## config.mk

```make
export PLATFORM = sky130hd
export DESIGN_NAME = sbb_queue
export DESIGN_NICKNAME = d
export VERILOG_FILES = /design/src/rtl/sbb_queue.sv
export SDC_FILE = /design/constraint.sdc
export NUM_CORES = 1
export LEC_CHECK = 0
export ABC_AREA = 1
export BUFFER_PORTS_ARGS = -buffer_cell sky130_fd_sc_hd__buf_4
export CORE_MARGIN = 3
export CORE_UTILIZATION = 45
export CTS_BUF_LIST = sky130_fd_sc_hd__clkbuf_4
export CTS_CLUSTER_DIAMETER = 200
export DETAILED_ROUTE_END_ITERATION = 12
export GPL_TIMING_DRIVEN = 0
export SLEW_MARGIN = 20
export SYNTH_ARGS = -nofsm -noshare
export SYNTH_HDL_FRONTEND = slang
export SYNTH_SLANG_ARGS = --single-unit
```

## constraint.sdc

```tcl
create_clock -name clk -period 7.4 [get_ports clk]
set_input_delay 0.37 -clock clk [delete_from_list [all_inputs] [get_ports clk]]
set_output_delay 0.37 -clock clk [all_outputs]
set_load 0.05 [all_outputs]
```

## src/rtl/sbb_queue.sv

```systemverilog
// Short first-in first-out queue of jobs between the front and back parts.
// No dependencies beyond the width and depth parameters.
`timescale 1ns / 1ps
`default_nettype none

module sbb_queue #(
  parameter int WIDTH = 96,
  parameter int DEPTH = 4
) (
  input  wire logic             clk,
  input  wire logic             rst,
  input  wire logic             push_valid,
  output      logic             push_ready,
  input  wire logic [WIDTH-1:0] push_data,
  output      logic             pop_valid,
  input  wire logic             pop_ready,
  output      logic [WIDTH-1:0] pop_data
);

  localparam int PW = $clog2(DEPTH);
  localparam int CW = $clog2(DEPTH + 1);

  logic [WIDTH-1:0] slots [DEPTH];
  logic [PW-1:0]    wr_ptr;
  logic [PW-1:0]    rd_ptr;
  logic [CW-1:0]    count;
  logic             do_push;
  logic             do_pop;

  assign push_ready = (count != CW'(DEPTH));
  assign pop_valid  = (count != '0);
  assign pop_data   = slots[rd_ptr];
  assign do_push    = push_valid && push_ready;
  assign do_pop     = pop_valid && pop_ready;

  always_ff @(posedge clk) begin
    if (do_push) begin
      slots[wr_ptr] <= push_data;
    end
  end

  always_ff @(posedge clk) begin
    if (rst) begin
      wr_ptr <= '0;
      rd_ptr <= '0;
      count  <= '0;
    end else begin
      if (do_push) begin
        wr_ptr <= (wr_ptr == PW'(DEPTH - 1)) ? '0 : wr_ptr + PW'(1);
      end
      if (do_pop) begin
        rd_ptr <= (rd_ptr == PW'(DEPTH - 1)) ? '0 : rd_ptr + PW'(1);
      end
      if (do_push && !do_pop) begin
        count <= count + CW'(1);
      end else if (do_pop && !do_push) begin
        count <= count - CW'(1);
      end
    end
  end

endmodule

`default_nettype wire

```

==> reports/qor.csv, run 1 <==
stage,metric,value,unit
timing,worst_pin_slew,0.714,ns
clock_tree,cts-root-buf,clkbuf_4,
logic_synthesis,ys_types,22,
pwr,power_density,399,nW/µm²
timing,rsz0062_at_grt,no,
pwr,ir_drop,0.416,mV
die,core_area,32000,µm²
final_layout,area_growth,32.2,%
placement,dp_hpwl,22100,µm
drt,drtIter0Drc,483,
setup_path,reg2reg_slack,5.04,ns
setup_path,critPathMaxFanout,10,
logic_synthesis,synth_flop_cell,edfxtp_1,
timing,timing.hold.ws,0.377,ns
clock_tree,ctsHtreeMaxLevel,3,
placement,place_congestion,0.745,
timing,setup_viol,0,
run,maxCapViolations,0,
setup_path,cp.required,7.03,ns
pwr,total_power,7.80,mW
timing,period_minus_slack,2.93,ns
logic_synthesis,syn_inst,997,
setup_path,worstSetupEndpoint,pop_data[71],
placement,place_ws,5.02,ns
timing,clock_skew,0.0436,ns
final_layout,drive_gt1_frac,0.284,
drt,drt-pass1-iter-count,5,
setup_path,r2r_cells,6,
die,fp.dieW,187,µm
clock_tree,cts_max_path_buffers,3,
logic_synthesis,synth-seq-cells,393,
global_routing,grt.total_usage,0.203,
clock_tree,hold_buffers,99,
global_routing,grt_overflow,0,
logic_synthesis,syn_avg_cell_area,14.8,µm²
logic_synthesis,synth-edff-count,384,
die,die_y,187,µm
drt,route.detailed.drc,0,
outcome,status,completed,
drt,routed_wl,35600,µm
setup_path,regToRegStartpoint,count[0]$_SDFFE_PP0P_,
die,io_pins,198,
drt,detail_route.wl_per_cell,18.6,µm
clock_tree,cts.sinks,393,
global_routing,grt_pass1_wl,55100,µm
drt,viasPerCell,5.06,
timing,relSlewSlack,0.523,
clock_tree,cts_tree,built,
logic_synthesis,synthesis.nets,1104,
setup_path,r2r_end,slots[1][40]$_DFFE_PP_,
global_routing,antenna_found_initial,3,
logic_synthesis,synth_top_area_frac,0.781,
clock_tree,cts_setup_buffers,0,
clock_tree,clock_latency,0.73,ns
timing,tns,0,ns
timing,fmax,0.342,GHz
timing,finalHoldViolations,0,
pwr,cellLeakagePower,7.12,nW
final_layout,design_area,19500,µm²
final_layout,final_util,0.611,
logic_synthesis,synth_largest_area_cell,edfxtp_1,
drt,vias,9709,
final_layout,nets,1520,
setup_path,critPathLaunchType,flip-flop,
logic_synthesis,synth.yosys.seq_area_share,0.793,
die,rows,65,
logic_synthesis,syn_area,14800,µm²
logic_synthesis,yosysMostFrequentCell,edfxtp_1,
drt,ant_nets,0,
min_path,min_path_type,input port to flip-flop,
logic_synthesis,async_reset_ff_frac,0,
clock_tree,clk_pin_slew,0.06,ns
timing,setup_slack,4.47,ns
logic_synthesis,synth.area.top_cells,"edfxtp_1 78%, nor2_1 5.3%, o22ai_1 4.1%, o21ai_0 3.5%, o21ai_1 3.1%",
global_routing,grt_max_degree,24,
global_routing,grt_pass1_vias,10100,
clock_tree,cts-buffers-inserted,99,
logic_synthesis,ys_top_cells_by_count,"384 x edfxtp_1, 209 x nor2_1, 102 x o21ai_0",
clock_tree,cts_resized,0,
timing,slew_viol_final,0,
placement,io_buffers,197,
die,initial_core_util,0.462,
die,die-area,35000,µm²
timing,post-route-period-util,0.395,
setup_path,critical_path_class,flip-flop to output port,
final_layout,instances_no_fill,1917,
placement,place_area,17300,µm²
logic_synthesis,ys_warn_count,0,
setup_path,crit_arrival,2.56,ns
placement,dp.cells,1648,
setup_path,crit_path_end_kind,output port,
-- final cells by class --
type / count / area [µm²]
Timing Repair Buffer: 315 / 2950
Multi-Input combinational cell: 526 / 2570
Buffer: 62 / 453
Fill cell: 2531 / 12400
Clock buffer: 145 / 1090
Tap cell: 435 / 544
Sequential cell: 393 / 11700
Clock inverter: 22 / 135
Antenna cell: 3 / 7.51
Inverter: 16 / 62.6
-- worst max-delay path, stage by stage, from the launching register on --
cell	delay, ns
dfxtp_1	0.43
inv_2	0.21
buf_2	0.28
buf_2	0.28
o21ai_1	0.12
o22ai_1	0.25
buf_4	0.26
-- cells by family (layout without fill, tap and decap cells) --
logic type	count (synthesis)	in the layout	synth area share
adder cells (fa/ha/maj)	7	7	0.00644
flip-flops	393	393	0.793
AND/OR/NAND/NOR	227	227	0.0584
other	0	3	0
XOR/XNOR	1	1	0.000593
buffers and inverters	78	560	0.0349
AO/OA/AOI/OAI	291	291	0.107
-- how the worst min path moves through the flow --
stage	start	end	depth (start not counted)
4_1_cts	rst	count[0]$_SDFFE_PP0P_	3
3_3_place_gp	count[1]$_SDFFE_PP0P_	count[1]$_SDFFE_PP0P_	2
5_1_grt	rst	count[0]$_SDFFE_PP0P_	3
2_1_floorplan	rst	count[0]$_SDFFE_PP0P_	1
6_report	rst	count[0]$_SDFFE_PP0P_	3
3_5_place_dp	count[1]$_SDFFE_PP0P_	count[1]$_SDFFE_PP0P_	2
-- cell usage in the layout (no fill, tap or decap), drive strengths merged --
| master | Yosys | routed |
|---|---|---|
| a21oi | 2 | 2 |
| buf | 42 | 258 |
| bufinv | 0 | 2 |
| clkbuf | 20 | 165 |
| clkinv | 0 | 17 |
| dfxtp | 9 | 9 |
| diode | 0 | 3 |
| dlygate4sd3 | 0 | 99 |
| edfxtp | 384 | 384 |
| fa | 1 | 1 |
| ha | 6 | 6 |
| inv | 16 | 19 |
| nand2 | 14 | 14 |
| nand3 | 1 | 1 |
| nand3b | 2 | 2 |
| nand4 | 1 | 1 |
| nor2 | 209 | 209 |
| o21ai | 193 | 193 |
| o22ai | 96 | 96 |
| xor2 | 1 | 1 |
-- layer usage --
layer	GRT usage	wire, µm	up-vias
met2	0.335	17400	329
met4	0.0663	625	0
li1	-	-	4661
met3	0.0553	2660	53
met1	0.261	14900	4666
met5	0	0	-
-- registers in the layout, indices dropped and copies added, names as in the netlist, named ones only --
register and flops:
slots 384, wr_ptr 2, rd_ptr 2, count 3
-- power breakdown --
| group | total [mW] | leakage, nW | internal [mW] | switching [mW] |
|---|---|---|---|---|
| clock network | 1.77 | 0.735 | 0.956 | 0.818 |
| registers | 2.77 | 3.59 | 2.71 | 0.0630 |
| logic | 3.25 | 2.79 | 0.963 | 2.29 |
| total | 7.80 | 7.12 | 4.63 | 3.17 |
No activity file was read; power rests on OpenSTA's default activity.
==> run 2: changes to the inputs <==
--- a/config.mk
+++ b/config.mk
@@ -5,7 +5,7 @@
 export SDC_FILE = /design/constraint.sdc
 export NUM_CORES = 1
 export LEC_CHECK = 0
-export ABC_AREA = 1
+export ABC_AREA = 0
 export BUFFER_PORTS_ARGS = -buffer_cell sky130_fd_sc_hd__buf_4
 export CORE_MARGIN = 3
 export CORE_UTILIZATION = 45
==> constraint.sdc (replaced) <==
create_clock -name clk -period 3 [get_ports clk]
set_input_delay 0.15 -clock clk [delete_from_list [all_inputs] [get_ports clk]]
set_output_delay 0.15 -clock clk [all_outputs]
set_load 0.05 [all_outputs]
==> reports/qor.csv, run 2 <==
stage,metric,value,unit
pwr,cellLeakagePower,6.53,nW
die,core_area,31000,µm²
timing,period_minus_slack,2.56,ns
final_layout,area_growth,30.9,%
die,fp.dieW,184,µm
logic_synthesis,synth_flop_cell,edfxtp_1,
setup_path,cp_top_family,buffers and inverters,
logic_synthesis,async_reset_ff_frac,0,
drt,detail_route.wl_per_cell,19.4,µm
logic_synthesis,synth_largest_area_cell,edfxtp_1,
drt,ant_nets,0,
final_layout,top_register,slots,
timing,relSlewSlack,0.538,
timing,rsz0062_at_grt,no,
final_layout,reg.largest.list,"slots: 384 flops, count: 3 flops",
clock_tree,clock_latency,0.66,ns
pwr,p_clk_frac,0.263,
timing,post-route-period-util,0.852,
setup_path,crit_arrival,2.41,ns
timing,tns,0,ns
logic_synthesis,synth.area.top_cells,"edfxtp_1 81%, mux4_2 15%, dfxtp_1 1.3%, ha_1 0.52%, buf_2 0.42%",
global_routing,antenna_found_initial,1,
pwr,total_power,15.9,mW
drt,vias,7134,
placement,dp.cells,1150,
timing,setup_viol,0,
setup_path,crit_slowest_cell,mux4_2,
logic_synthesis,ys_warn_count,0,
pwr,p_int,10.7,mW
setup_path,cpMostUsedCell,buf_6,
placement,dp_hpwl,16800,µm
global_routing,grt.total_usage,0.162,
clock_tree,cts_max_path_buffers,3,
final_layout,largest_reg_flops,384,
clock_tree,cts.sinks,393,
final_layout,drive_gt1_frac,0.472,
clock_tree,cts-root-buf,clkbuf_4,
global_routing,grt_overflow,0,
final_layout,final_common_cell,edfxtp_1,
placement,place_congestion,0.722,
final_layout,instances_no_fill,1415,
logic_synthesis,synth-seq-cells,393,
clock_tree,cts-buffers-inserted,94,
setup_path,cp.required,2.85,ns
global_routing,grt_pass1_wl,42000,µm
global_routing,grt_pass1_vias,7937,
clock_tree,cts_tree,built,
logic_synthesis,syn_avg_cell_area,26.0,µm²
logic_synthesis,synth-edff-count,384,
logic_synthesis,ys_top_cells_by_count,"384 x edfxtp_1, 96 x mux4_2, 12 x buf_2",
die,io_pins,198,
setup_path,critPathLaunchType,flip-flop,
outcome,status,completed,
logic_synthesis,synth_top_area_frac,0.806,
final_layout,seq_area,11700,µm²
setup_path,critPathMaxFanout,10,
timing,finalHoldViolations,0,
final_layout,nets,1057,
logic_synthesis,synthesis.nets,657,
timing,fmax,0.391,GHz
pwr,power_density,851,nW/µm²
pwr,ir_drop,0.565,mV
global_routing,grt_max_degree,41,
timing,slew_viol_final,0,
setup_path,crit_path_cell_trace,"buf_2, buf_6, buf_6, mux4_2, buf_4",
die,initial_core_util,0.462,
timing,worst_pin_slew,0.694,ns
pwr,p_sw,5.20,mW
placement,io_buffers,196,
logic_synthesis,yosysMostFrequentCell,edfxtp_1,
setup_path,max_stage_delay,0.54,ns
logic_synthesis,ys_types,26,
drt,viasPerCell,5.04,
final_layout,fill_cells,2190,
pwr,p_comb_frac,0.312,
pwr,swShare,0.326,
logic_synthesis,syn_area,14300,µm²
drt,drtIter0Drc,364,
clock_tree,clk_pin_slew,0.07,ns
final_layout,final_cell_mix,"384 x edfxtp_1, 196 x buf_4, 146 x clkbuf_4",
timing,clock_skew,0.0344,ns
die,die_y,184,µm
setup_path,worstPathBufferInverterCount,4,
die,rows,64,
setup_path,critical_path_class,flip-flop to output port,
final_layout,multi_input_area,2460,µm²
drt,drt-pass1-iter-count,4,
run,maxCapViolations,0,
min_path,min_path_type,input port to flip-flop,
die,die-area,34000,µm²
logic_synthesis,synth.yosys.seq_area_share,0.818,
clock_tree,ctsHtreeMaxLevel,3,
setup_path,crit_path_end_kind,output port,
pwr,p_seq_frac,0.425,
drt,route.detailed.drc,0,
logic_synthesis,syn_inst,550,
drt,routed_wl,27400,µm
-- run 2: through the flow --
step	utilization	hold WS [ns]	area [µm²]	setup slack, ns
floorplan	-	0.249	14300	0.446
global route	0.604	0.129	18700	0.264
detailed placement	0.533	0.353	16500	0.589
CTS	0.604	0.109	18700	0.322
finish	0.604	0.214	18700	0.443
global placement	0.525	0.348	16300	-0.237
-- run 2: cell families after synthesis --
kind of cell / Yosys count / synth area share
mux: 99 / 0.153
fa+ha+maj: 7 / 0.00664
flops: 393 / 0.818
xor+xnor: 2 / 0.00122
compound gates: 5 / 0.00245
simple gates: 17 / 0.00743
buf+inv: 27 / 0.0108
-- run 2: final cells by class --
class / instances / share of cell area
sequential: 393 / 0.625
buffer: 24 / 0.00768
inverter: 3 / 0.000601
tap: 396 / 0.0265
timing repair buffer: 304 / 0.144
multi-input combinational: 130 / 0.131
clock buffer: 146 / 0.0585
antenna: 1 / 0.000134
clock inverter: 18 / 0.00608
-- run 2: path summary, 6_finish.rpt --
| kind | startpoint | end | slack, ns | cells after the start |
|---|---|---|---|---|
| min reg2reg | rd_ptr[0]$_SDFFE_PP0P_ | flip-flop | 0.50 | 2 |
| min | push_data[53] | slots[0][53]$_DFFE_PP_ | 0.21 | 2 |
| max | flip-flop | pop_data[39] | 0.44 | 5 |
| max reg2reg | count[0]$_SDFFE_PP0P_ | count[2]$_SDFFE_PP0P_ | 0.59 | 7 |
-- run 2: routing by layer --
layer,vias up,GRT usage,wire length [µm]
li1,3242,-,-
met1,3631,0.199,11100
met2,223,0.279,14200
met3,38,0.0501,1700
met4,0,0.0496,437
met5,-,0,0
-- run 2: what timing repair did --
item	CTS	global route
setup buffers	0	0
gates resized for setup	0	0
hold buffers	100	0
hold endpoints to repair	393	0
-- run 2: power groups by stage --
| stage | clock network, mW | logic, mW | registers [mW] |
|---|---|---|---|
| global placement | 0 | 4.76 | 6.91 |
| floorplan | 0 | 3.41 | 6.87 |
| CTS | 4.36 | 5.06 | 6.78 |
| detailed placement | 0 | 4.92 | 6.90 |
| global route | 4.66 | 5.23 | 6.81 |
| finish | 4.19 | 4.96 | 6.78 |
