File: src/rtl/sbb_pkg.sv
// Shared types, constants and the five-tap average for the separable box blur.
// Has no dependencies; sbb_if, sbb_front, sbb_back and the top level import it.
`timescale 1ns / 1ps
`default_nettype none

package sbb_pkg;

  localparam int FRAME_WIDTH_W      = 12;
  localparam int FRAME_HEIGHT_W     = 13;
  localparam int CFG_DATA_W         = 13;
  localparam int CFG_INDEX_W        = 1;
  localparam int COL_OUT_W          = 11;
  localparam int ROW_OUT_W          = 12;
  localparam int COL_MAX_W          = 13;
  localparam int ROW_MAX_W          = 16;
  localparam int MIN_DIM            = 5;
  localparam int RESET_FRAME_WIDTH  = 640;
  localparam int RESET_FRAME_HEIGHT = 480;
  localparam int JOB_QUEUE_DEPTH    = 4;
  localparam int RECIP5             = 13108;
  localparam int RECIP5_SHIFT       = 16;

  localparam logic [CFG_INDEX_W-1:0] REG_FRAME_WIDTH  = 1'd0;
  localparam logic [CFG_INDEX_W-1:0] REG_FRAME_HEIGHT = 1'd1;

  typedef struct packed {
    logic [7:0] red;
    logic [7:0] green;
    logic [7:0] blue;
  } pixel_t;

  typedef struct packed {
    logic                      enable;
    logic [CFG_INDEX_W-1:0]    index;
    logic [CFG_DATA_W-1:0]     data;
  } cfg_write_t;

  // One accepted pixel that finishes one or three horizontal results.
  typedef struct packed {
    logic [COL_MAX_W-1:0] base;
    logic [ROW_MAX_W-1:0] row;
    pixel_t [2:0]         hval;
    logic                 three;
    logic                 has_rows;
    logic                 mid;
    logic                 last_row;
  } job_t;

  // Floor of the sum over five, done as a multiply by a scaled reciprocal.
  function automatic logic [7:0] div5_sum(input logic [7:0] a, input logic [7:0] b,
                                          input logic [7:0] c, input logic [7:0] d,
                                          input logic [7:0] e);
    logic [10:0] s;
    logic [23:0] p;
    s = 11'(a) + 11'(b) + 11'(c) + 11'(d) + 11'(e);
    p = 24'(s) * 24'(RECIP5);
    return p[RECIP5_SHIFT +: 8];
  endfunction

  function automatic pixel_t avg5(input pixel_t a, input pixel_t b, input pixel_t c,
                                  input pixel_t d, input pixel_t e);
    pixel_t res;
    res.red   = div5_sum(a.red, b.red, c.red, d.red, e.red);
    res.green = div5_sum(a.green, b.green, c.green, d.green, e.green);
    res.blue  = div5_sum(a.blue, b.blue, c.blue, d.blue, e.blue);
    return res;
  endfunction

endpackage

`default_nettype wire

File: src/rtl/sbb_if.sv
// Stream interfaces for the pixel input channel and the result output channel.
// Depends on sbb_pkg for the field widths.
`timescale 1ns / 1ps
`default_nettype none

interface sbb_in_if;
  import sbb_pkg::*;
  logic       valid;
  logic       ready;
  logic       start_of_frame;
  logic [7:0] red_in;
  logic [7:0] green_in;
  logic [7:0] blue_in;

  modport source (output valid, start_of_frame, red_in, green_in, blue_in, input ready);
  modport sink (input valid, start_of_frame, red_in, green_in, blue_in, output ready);
endinterface


`default_nettype wire

File: src/rtl/sbb_front.sv
// Front part: frame position, raw pixel window and the horizontal five-tap pass.
// Depends on sbb_pkg and sbb_in_if; emits one job per pixel that ends a column.
`timescale 1ns / 1ps
`default_nettype none

module sbb_front #(
  parameter int MAX_WIDTH  = 2048,
  parameter int MAX_HEIGHT = 4096
) (
  input  wire logic               clk,
  input  wire logic               rst,
  input  wire sbb_pkg::cfg_write_t cfg,
  sbb_in_if.sink                  pixels,
  output      logic               job_valid,
  input  wire logic               job_ready,
  output      sbb_pkg::job_t      job
);
  import sbb_pkg::*;

  localparam int CB  = $clog2(MAX_WIDTH);
  localparam int RB  = $clog2(MAX_HEIGHT);
  localparam int WB  = $clog2(MAX_WIDTH + 1);
  localparam int HB  = $clog2(MAX_HEIGHT + 1);
  localparam int CXW = CB + 1;
  localparam int RXW = RB + 1;

  function automatic logic [WB-1:0] clamp_w(input logic [FRAME_WIDTH_W-1:0] v);
    if (v < FRAME_WIDTH_W'(MIN_DIM)) begin
      return WB'(MIN_DIM);
    end else if (32'(v) > MAX_WIDTH) begin
      return WB'(MAX_WIDTH);
    end
    return WB'(v);
  endfunction

  function automatic logic [HB-1:0] clamp_h(input logic [FRAME_HEIGHT_W-1:0] v);
    if (v < FRAME_HEIGHT_W'(MIN_DIM)) begin
      return HB'(MIN_DIM);
    end else if (32'(v) > MAX_HEIGHT) begin
      return HB'(MAX_HEIGHT);
    end
    return HB'(v);
  endfunction

  logic [WB-1:0]  width;
  logic [HB-1:0]  height;
  logic [CB-1:0]  col_count;
  logic [RB-1:0]  row_count;
  pixel_t         raw_window [4];

  logic           accept;
  pixel_t         px;
  logic [CB-1:0]  c0;
  logic [RB-1:0]  r0;
  logic           wrap_col;
  logic [CB-1:0]  x;
  logic [RXW-1:0] r1;
  logic [RB-1:0]  y;
  logic [CXW-1:0] x_next;
  logic [RXW-1:0] y_next;
  logic           end_row;
  logic           last_row;
  logic [CB-1:0]  col_count_next;
  logic [RB-1:0]  row_count_next;

  assign pixels.ready = job_ready;
  assign accept       = pixels.valid && job_ready;
  assign px           = pixel_t'{pixels.red_in, pixels.green_in, pixels.blue_in};

  always_comb begin
    c0       = pixels.start_of_frame ? '0 : col_count;
    r0       = pixels.start_of_frame ? '0 : row_count;
    wrap_col = CXW'(c0) >= CXW'(width);
    x        = wrap_col ? '0 : c0;
    r1       = wrap_col ? RXW'(r0) + RXW'(1) : RXW'(r0);
    y        = (r1 >= RXW'(height)) ? '0 : RB'(r1);
    x_next   = CXW'(x) + CXW'(1);
    y_next   = RXW'(y) + RXW'(1);
    end_row  = x_next >= CXW'(width);
    last_row = y_next >= RXW'(height);

    if (end_row) begin
      col_count_next = '0;
      row_count_next = last_row ? '0 : RB'(y_next);
    end else begin
      col_count_next = CB'(x_next);
      row_count_next = y;
    end

    job_valid    = pixels.valid && (x >= CB'(2));
    job.base     = COL_MAX_W'(CB'(x - CB'(2)));
    job.row      = ROW_MAX_W'(y);
    job.hval[0]  = (x >= CB'(4)) ?
                   avg5(raw_window[0], raw_window[1], raw_window[2], raw_window[3], px) :
                   raw_window[2];
    job.hval[1]  = raw_window[3];
    job.hval[2]  = px;
    job.three    = end_row;
    job.has_rows = y >= RB'(2);
    job.mid      = y >= RB'(4);
    job.last_row = last_row;
  end

  always_ff @(posedge clk) begin
    if (rst) begin
      width      <= clamp_w(FRAME_WIDTH_W'(RESET_FRAME_WIDTH));
      height     <= clamp_h(FRAME_HEIGHT_W'(RESET_FRAME_HEIGHT));
      col_count  <= '0;
      row_count  <= '0;
      for (int i = 0; i < 4; i++) begin
        raw_window[i] <= '0;
      end
    end else begin
      if (cfg.enable) begin
        unique case (cfg.index)
          REG_FRAME_WIDTH: begin
            width <= clamp_w(cfg.data[FRAME_WIDTH_W-1:0]);
          end
          REG_FRAME_HEIGHT: begin
            height <= clamp_h(cfg.data[FRAME_HEIGHT_W-1:0]);
          end
          default: begin
          end
        endcase
      end
      if (accept) begin
        col_count     <= col_count_next;
        row_count     <= row_count_next;
        raw_window[0] <= raw_window[1];
        raw_window[1] <= raw_window[2];
        raw_window[2] <= raw_window[3];
        raw_window[3] <= px;
      end
    end
  end

endmodule

`default_nettype wire

File: src/flat_wrapper.sv
// flat-port wrapper written by rule: the top's interface ports become plain ports
module sbb_front_flat import sbb_pkg::*;
#(
  parameter int MAX_WIDTH  = 2048,
  parameter int MAX_HEIGHT = 4096
)
  (clk, rst, cfg, job_valid, job_ready, job, pixels_valid, pixels_start_of_frame, pixels_red_in, pixels_green_in, pixels_blue_in, pixels_ready);
  sbb_in_if pixels_i ();
  input  wire logic clk;
  input  wire logic rst;
  input  wire sbb_pkg::cfg_write_t cfg;
  output      logic job_valid;
  input  wire logic job_ready;
  output      sbb_pkg::job_t job;
  input wire logic [$bits(pixels_i.valid)-1:0] pixels_valid;
  input wire logic [$bits(pixels_i.start_of_frame)-1:0] pixels_start_of_frame;
  input wire logic [$bits(pixels_i.red_in)-1:0] pixels_red_in;
  input wire logic [$bits(pixels_i.green_in)-1:0] pixels_green_in;
  input wire logic [$bits(pixels_i.blue_in)-1:0] pixels_blue_in;
  output wire logic [$bits(pixels_i.ready)-1:0] pixels_ready;
  assign pixels_i.valid = pixels_valid;
  assign pixels_i.start_of_frame = pixels_start_of_frame;
  assign pixels_i.red_in = pixels_red_in;
  assign pixels_i.green_in = pixels_green_in;
  assign pixels_i.blue_in = pixels_blue_in;
  assign pixels_ready = pixels_i.ready;
  sbb_front #(.MAX_WIDTH(MAX_WIDTH), .MAX_HEIGHT(MAX_HEIGHT)) u_core (.clk(clk), .rst(rst), .cfg(cfg), .pixels(pixels_i), .job_valid(job_valid), .job_ready(job_ready), .job(job));
endmodule
File: config.mk
export PLATFORM = sky130hd
export DESIGN_NAME = sbb_front_flat
export DESIGN_NICKNAME = d
export VERILOG_FILES = /design/src/rtl/sbb_pkg.sv /design/src/rtl/sbb_if.sv /design/src/rtl/sbb_front.sv /design/src/flat_wrapper.sv
export SDC_FILE = /design/constraint.sdc
export NUM_CORES = 1
export LEC_CHECK = 0
export BUFFER_PORTS_ARGS = -buffer_cell sky130_fd_sc_hd__buf_2
export CAP_MARGIN = 25
export CORE_MARGIN = 2
export CORE_UTILIZATION = 45
export DETAILED_ROUTE_END_ITERATION = 12
export GPL_TIMING_DRIVEN = 0
export HOLD_SLACK_MARGIN = 0.05
export PLACE_DENSITY = 0.71
export REMOVE_ABC_BUFFERS = 1
export SYNTH_ARGS = -nofsm -noshare
export SYNTH_HDL_FRONTEND = slang
export SYNTH_SLANG_ARGS = --single-unit
File: constraint.sdc
create_clock -name clk -period 8.6 [get_ports clk]
set_clock_uncertainty 0.2 [all_clocks]
set_input_delay 0.43 -clock clk [delete_from_list [all_inputs] [get_ports clk]]
set_output_delay 0.43 -clock clk [all_outputs]
set_load 0.02 [all_outputs]
==> metrics.md <==
| Metric | Value |
|---|---|
| Sequential share of the synthesized area | `22.0%` |
| Drc violations | `0` |
| Core Area | `38,500 sq um` |
| Fmax | `0.105 GHz` |
| CP peak stage delay | `0.56 ns` |
| Post-DR wirelength/cell | `16.1 microns` |
| Routed wire length | `41.0 mm` |
| Worst R2R Path Depth | `29` |
| Reg2reg end | `u_core.row_count[11]$_SDFFE_PP0P_` |
| Met3 WL | `1.49 mm` |
| RePlAce Congestion | `0.866` |
| Crit-path max FO | `3` |
| Flops & latches, synth | `144` |
| Vias post-DR | `13,400` |
| Failing checks | `setup timing` |
| Total of max-cap violations | `0` |
| Layout cell share with drive strength beyond 1 | `20.8%` |
| All-Layer GR Usage | `20.9%` |
| Max Root-Sink Buffers | `2` |
| Minimum clock period after layout | `9.54 ns` |
| Root Buffer Master | `clkbuf_16` |
| Final instance area | `20,600 sq um` |
| Die Area | `40,300 sq um` |
| Unrepaired setup endpoints after global routing | `true` |
| Ports | `151` |
| Fillers | `3,349` |
| Hold Fails Final Rpt | `0` |
| Ys Warns | `0` |
| CTS Buf Count | `17` |
| Count of final setup violators | `24` |
| Most used cell, CP | `fa_2` |
| Initial Util | `45.3%` |
| Slew Limit Fails | `0` |
| Met1 Wirelength | `17.8 mm` |
| Via-to-Cell Ratio | `5.25` |
| Clock slew at reported path FFs | `0.07 ns` |
| Post-synth EDFFs | `96` |
| Metal2 WL | `20.4 mm` |
| CTS sink cnt | `144` |
| Top_reg_cell synth | `edfxtp_1` |
| Crit. Startpoint | `u_core.raw_window[1][0]$_SDFFCE_PN0P_` |
| Port Buffer Count | `144` |
| Setup TNS | `-12.34 ns` |
| Fin crit share | `111%` |
| CTS tree | `done` |
| Max-slew headroom | `29.5%` |
| Initial antenna violation count | `0` |
| HPWL after DPL | `31.3 mm` |
| Die Y | `201 microns` |
| Setup ws final | `-0.945 ns` |
| Placement Cell Area | `18,500 sq um` |
| Largest net degree at the start of global routing | `53` |
| Clk Latency, worst-skew pair | `0.46 ns` |
| First-pass GRT wire length | `68.8 mm` |
| Arrival time worst endpoint | `8.91 ns` |
| Setup slack, reg-to-reg | `0.64 ns` |
| # H-tree levels | `4` |
| Drt pass-1 iters | `6` |
| Final ANT Viol Nets | `0` |
| WHS Path Cells | `3` |
| Reg2reg start | `u_core.col_count[5]$_SDFFE_PP0P_` |
| Highest routed metal layer | `met4` |
| Final net count | `2,510` |
| Total inserted antenna cells | `0` |
| Critical Path Start Type | `register` |
| Crit end category | `output port` |
| Asr flop ratio synth | `0%` |
| Worst EP required | `7.97 ns` |
| Rows | `72` |
| Synthesized cell area | `17,400 sq um` |
| Min-delay src | `cfg[4]` |
| DR iter-0 viols | `775` |
| Distinct cell type count after synthesis | `76` |
| Layout area overhead | `18.1%` |
| Die W | `201 microns` |
| Syn Area/Cell | `9.36 sq um` |
| Critical path class | `reg -> out` |
| Hold endpoint | `u_core.height[4]$_SDFFE_PP0P_` |
| Result of the run | `complete, but fails checks` |
| Worst-margin pin slew | `1.06 ns` |
| Min-delay worst type | `in -> reg` |
| Mapped Cells | `1,862` |
| GR Overflow Total | `0` |
| Vias in the first global route | `14,300` |
| Slowest stage cell, crit path | `fa_2` |
==> per-layer routing <==
layer / up-vias / track usage [%]
met4: 0 / 8.10
met3: 83 / 3.36
met1: 6516 / 25.7
met5: - / 0
li1: 6480 / -
met2: 319 / 36.8
==> flip-flops by register name (all words and copies together), names as in the netlist <==
signal and cells:
u_core.row_count 12, u_core.width 12, u_core.height 13, u_core.raw_window 96, u_core.col_count 11
==> kinds of logic (layout without fill, tap and decap cells) <==
| kind of cell | after synthesis | in the layout | share of synthesized area, % |
|---|---|---|---|
| multiplexers | 5 | 5 | 0.309 |
| adder cells (fa/ha/maj) | 444 | 444 | 38.1 |
| buffers and inverters | 465 | 633 | 10.8 |
| XOR/XNOR | 101 | 101 | 5.07 |
| other | 1 | 6 | 0.0215 |
| AND/OR/NAND/NOR | 399 | 399 | 11.7 |
| flip-flops | 144 | 144 | 22.0 |
| AO/OA/AOI/OAI | 303 | 303 | 12.0 |
==> synth_stat cells, types with 15 or more instances <==
| master | count | area, sq um |
|---|---|---|
| buf_4 | 33 | 248 |
| o21ai_0 | 53 | 265 |
| dfxtp_1 | 48 | 961 |
| a22o_1 | 15 | 131 |
| edfxtp_1 | 96 | 2880 |
| a21o_1 | 26 | 195 |
| o21bai_1 | 24 | 180 |
| inv_1 | 388 | 1460 |
| nand3_1 | 17 | 85.1 |
| a21oi_1 | 73 | 365 |
| nor2_1 | 106 | 398 |
| xor2_1 | 32 | 280 |
| fa_1 | 144 | 2880 |
| ha_1 | 300 | 3750 |
| nand2_1 | 79 | 297 |
| clkbuf_1 | 32 | 120 |
| nor2b_1 | 21 | 131 |
| xnor2_1 | 69 | 604 |
| nor3_1 | 21 | 105 |
| and2_1 | 72 | 450 |
==> worst max-delay path: cells and delay by family (launching register included) <==
kind,cells,cell delay (ns)
DFF,1,0.43
xor gates and xnor gates,2,0.37
buffers and inverters,6,0.45
adders and majority gates,12,4.70
AOI/OAI and AO/OA,10,1.84
and+or+nand+nor,4,0.66
==> layout make-up <==
class / count / area, sq um / share of cell area [%]
clock buffer: 17 / 425 / 2.07
clock inverter: 15 / 193 / 0.936
multi-input combinational: 1258 / 12600 / 61.4
sequential: 144 / 3840 / 18.7
tap: 518 / 648 / 3.15
timing repair buffer: 211 / 1380 / 6.69
inverter: 390 / 1470 / 7.14
==> cells in the final DEF, fill, tap and decap left out, drive strengths merged, types with 14 or more instances in the layout <==
cell    Yosys  layout
o21a       14      14
clkbuf     32      17
and2       74      74
ha        300     300
inv       389     397
a21o       26      26
o21bai     24      24
a21oi      75      75
dfxtp      48      48
xor2       32      32
o21ai      56      56
nand3      17      17
a22o       15      15
xnor2      69      69
edfxtp     96      96
nor2      106     106
fa        144     144
nor2b      21      21
nor3       21      21
nand2      79      79
buf        43     202
==> how the worst max path moves through the flow <==
| stage | slack [ns] | to | cells after the start |
|---|---|---|---|
| global placement | -1.21 | job[19] | 33 |
| detailed placement | -1.29 | job[19] | 33 |
| CTS | -0.93 | job[11] | 34 |
| finish | -0.94 | job[11] | 34 |
| global route | -1.33 | job[11] | 34 |
| floorplan | -0.42 | job[19] | 32 |
==> stage by stage <==
step	hold WS (ns)	setup WS [ns]	std cells	util, %
global route	0.0620	-1.33	2553	53.5
finish	0.0815	-0.945	2553	53.5
detailed placement	0.256	-1.29	2461	48.2
global placement	0.249	-1.21	2454	47.8
floorplan	0.230	-0.420	1792	-
CTS	0.0528	-0.934	2533	52.4
==> what timing repair did <==
| item | in CTS | in global routing |
|---|---|---|
| gates resized for setup | 172 | 70 |
| hold buffers | 9 | 0 |
| gates cloned | 0 | 0 |
| endpoints found under the setup margin | 37 | 37 |
| pin swaps | 100 | 113 |
| hold endpoints to repair | 10 | 0 |
| buffers inserted | 31 | 20 |
Power is not shown: default switching activity piles up to over one toggle a cycle in this logic, so the estimate is an artifact.
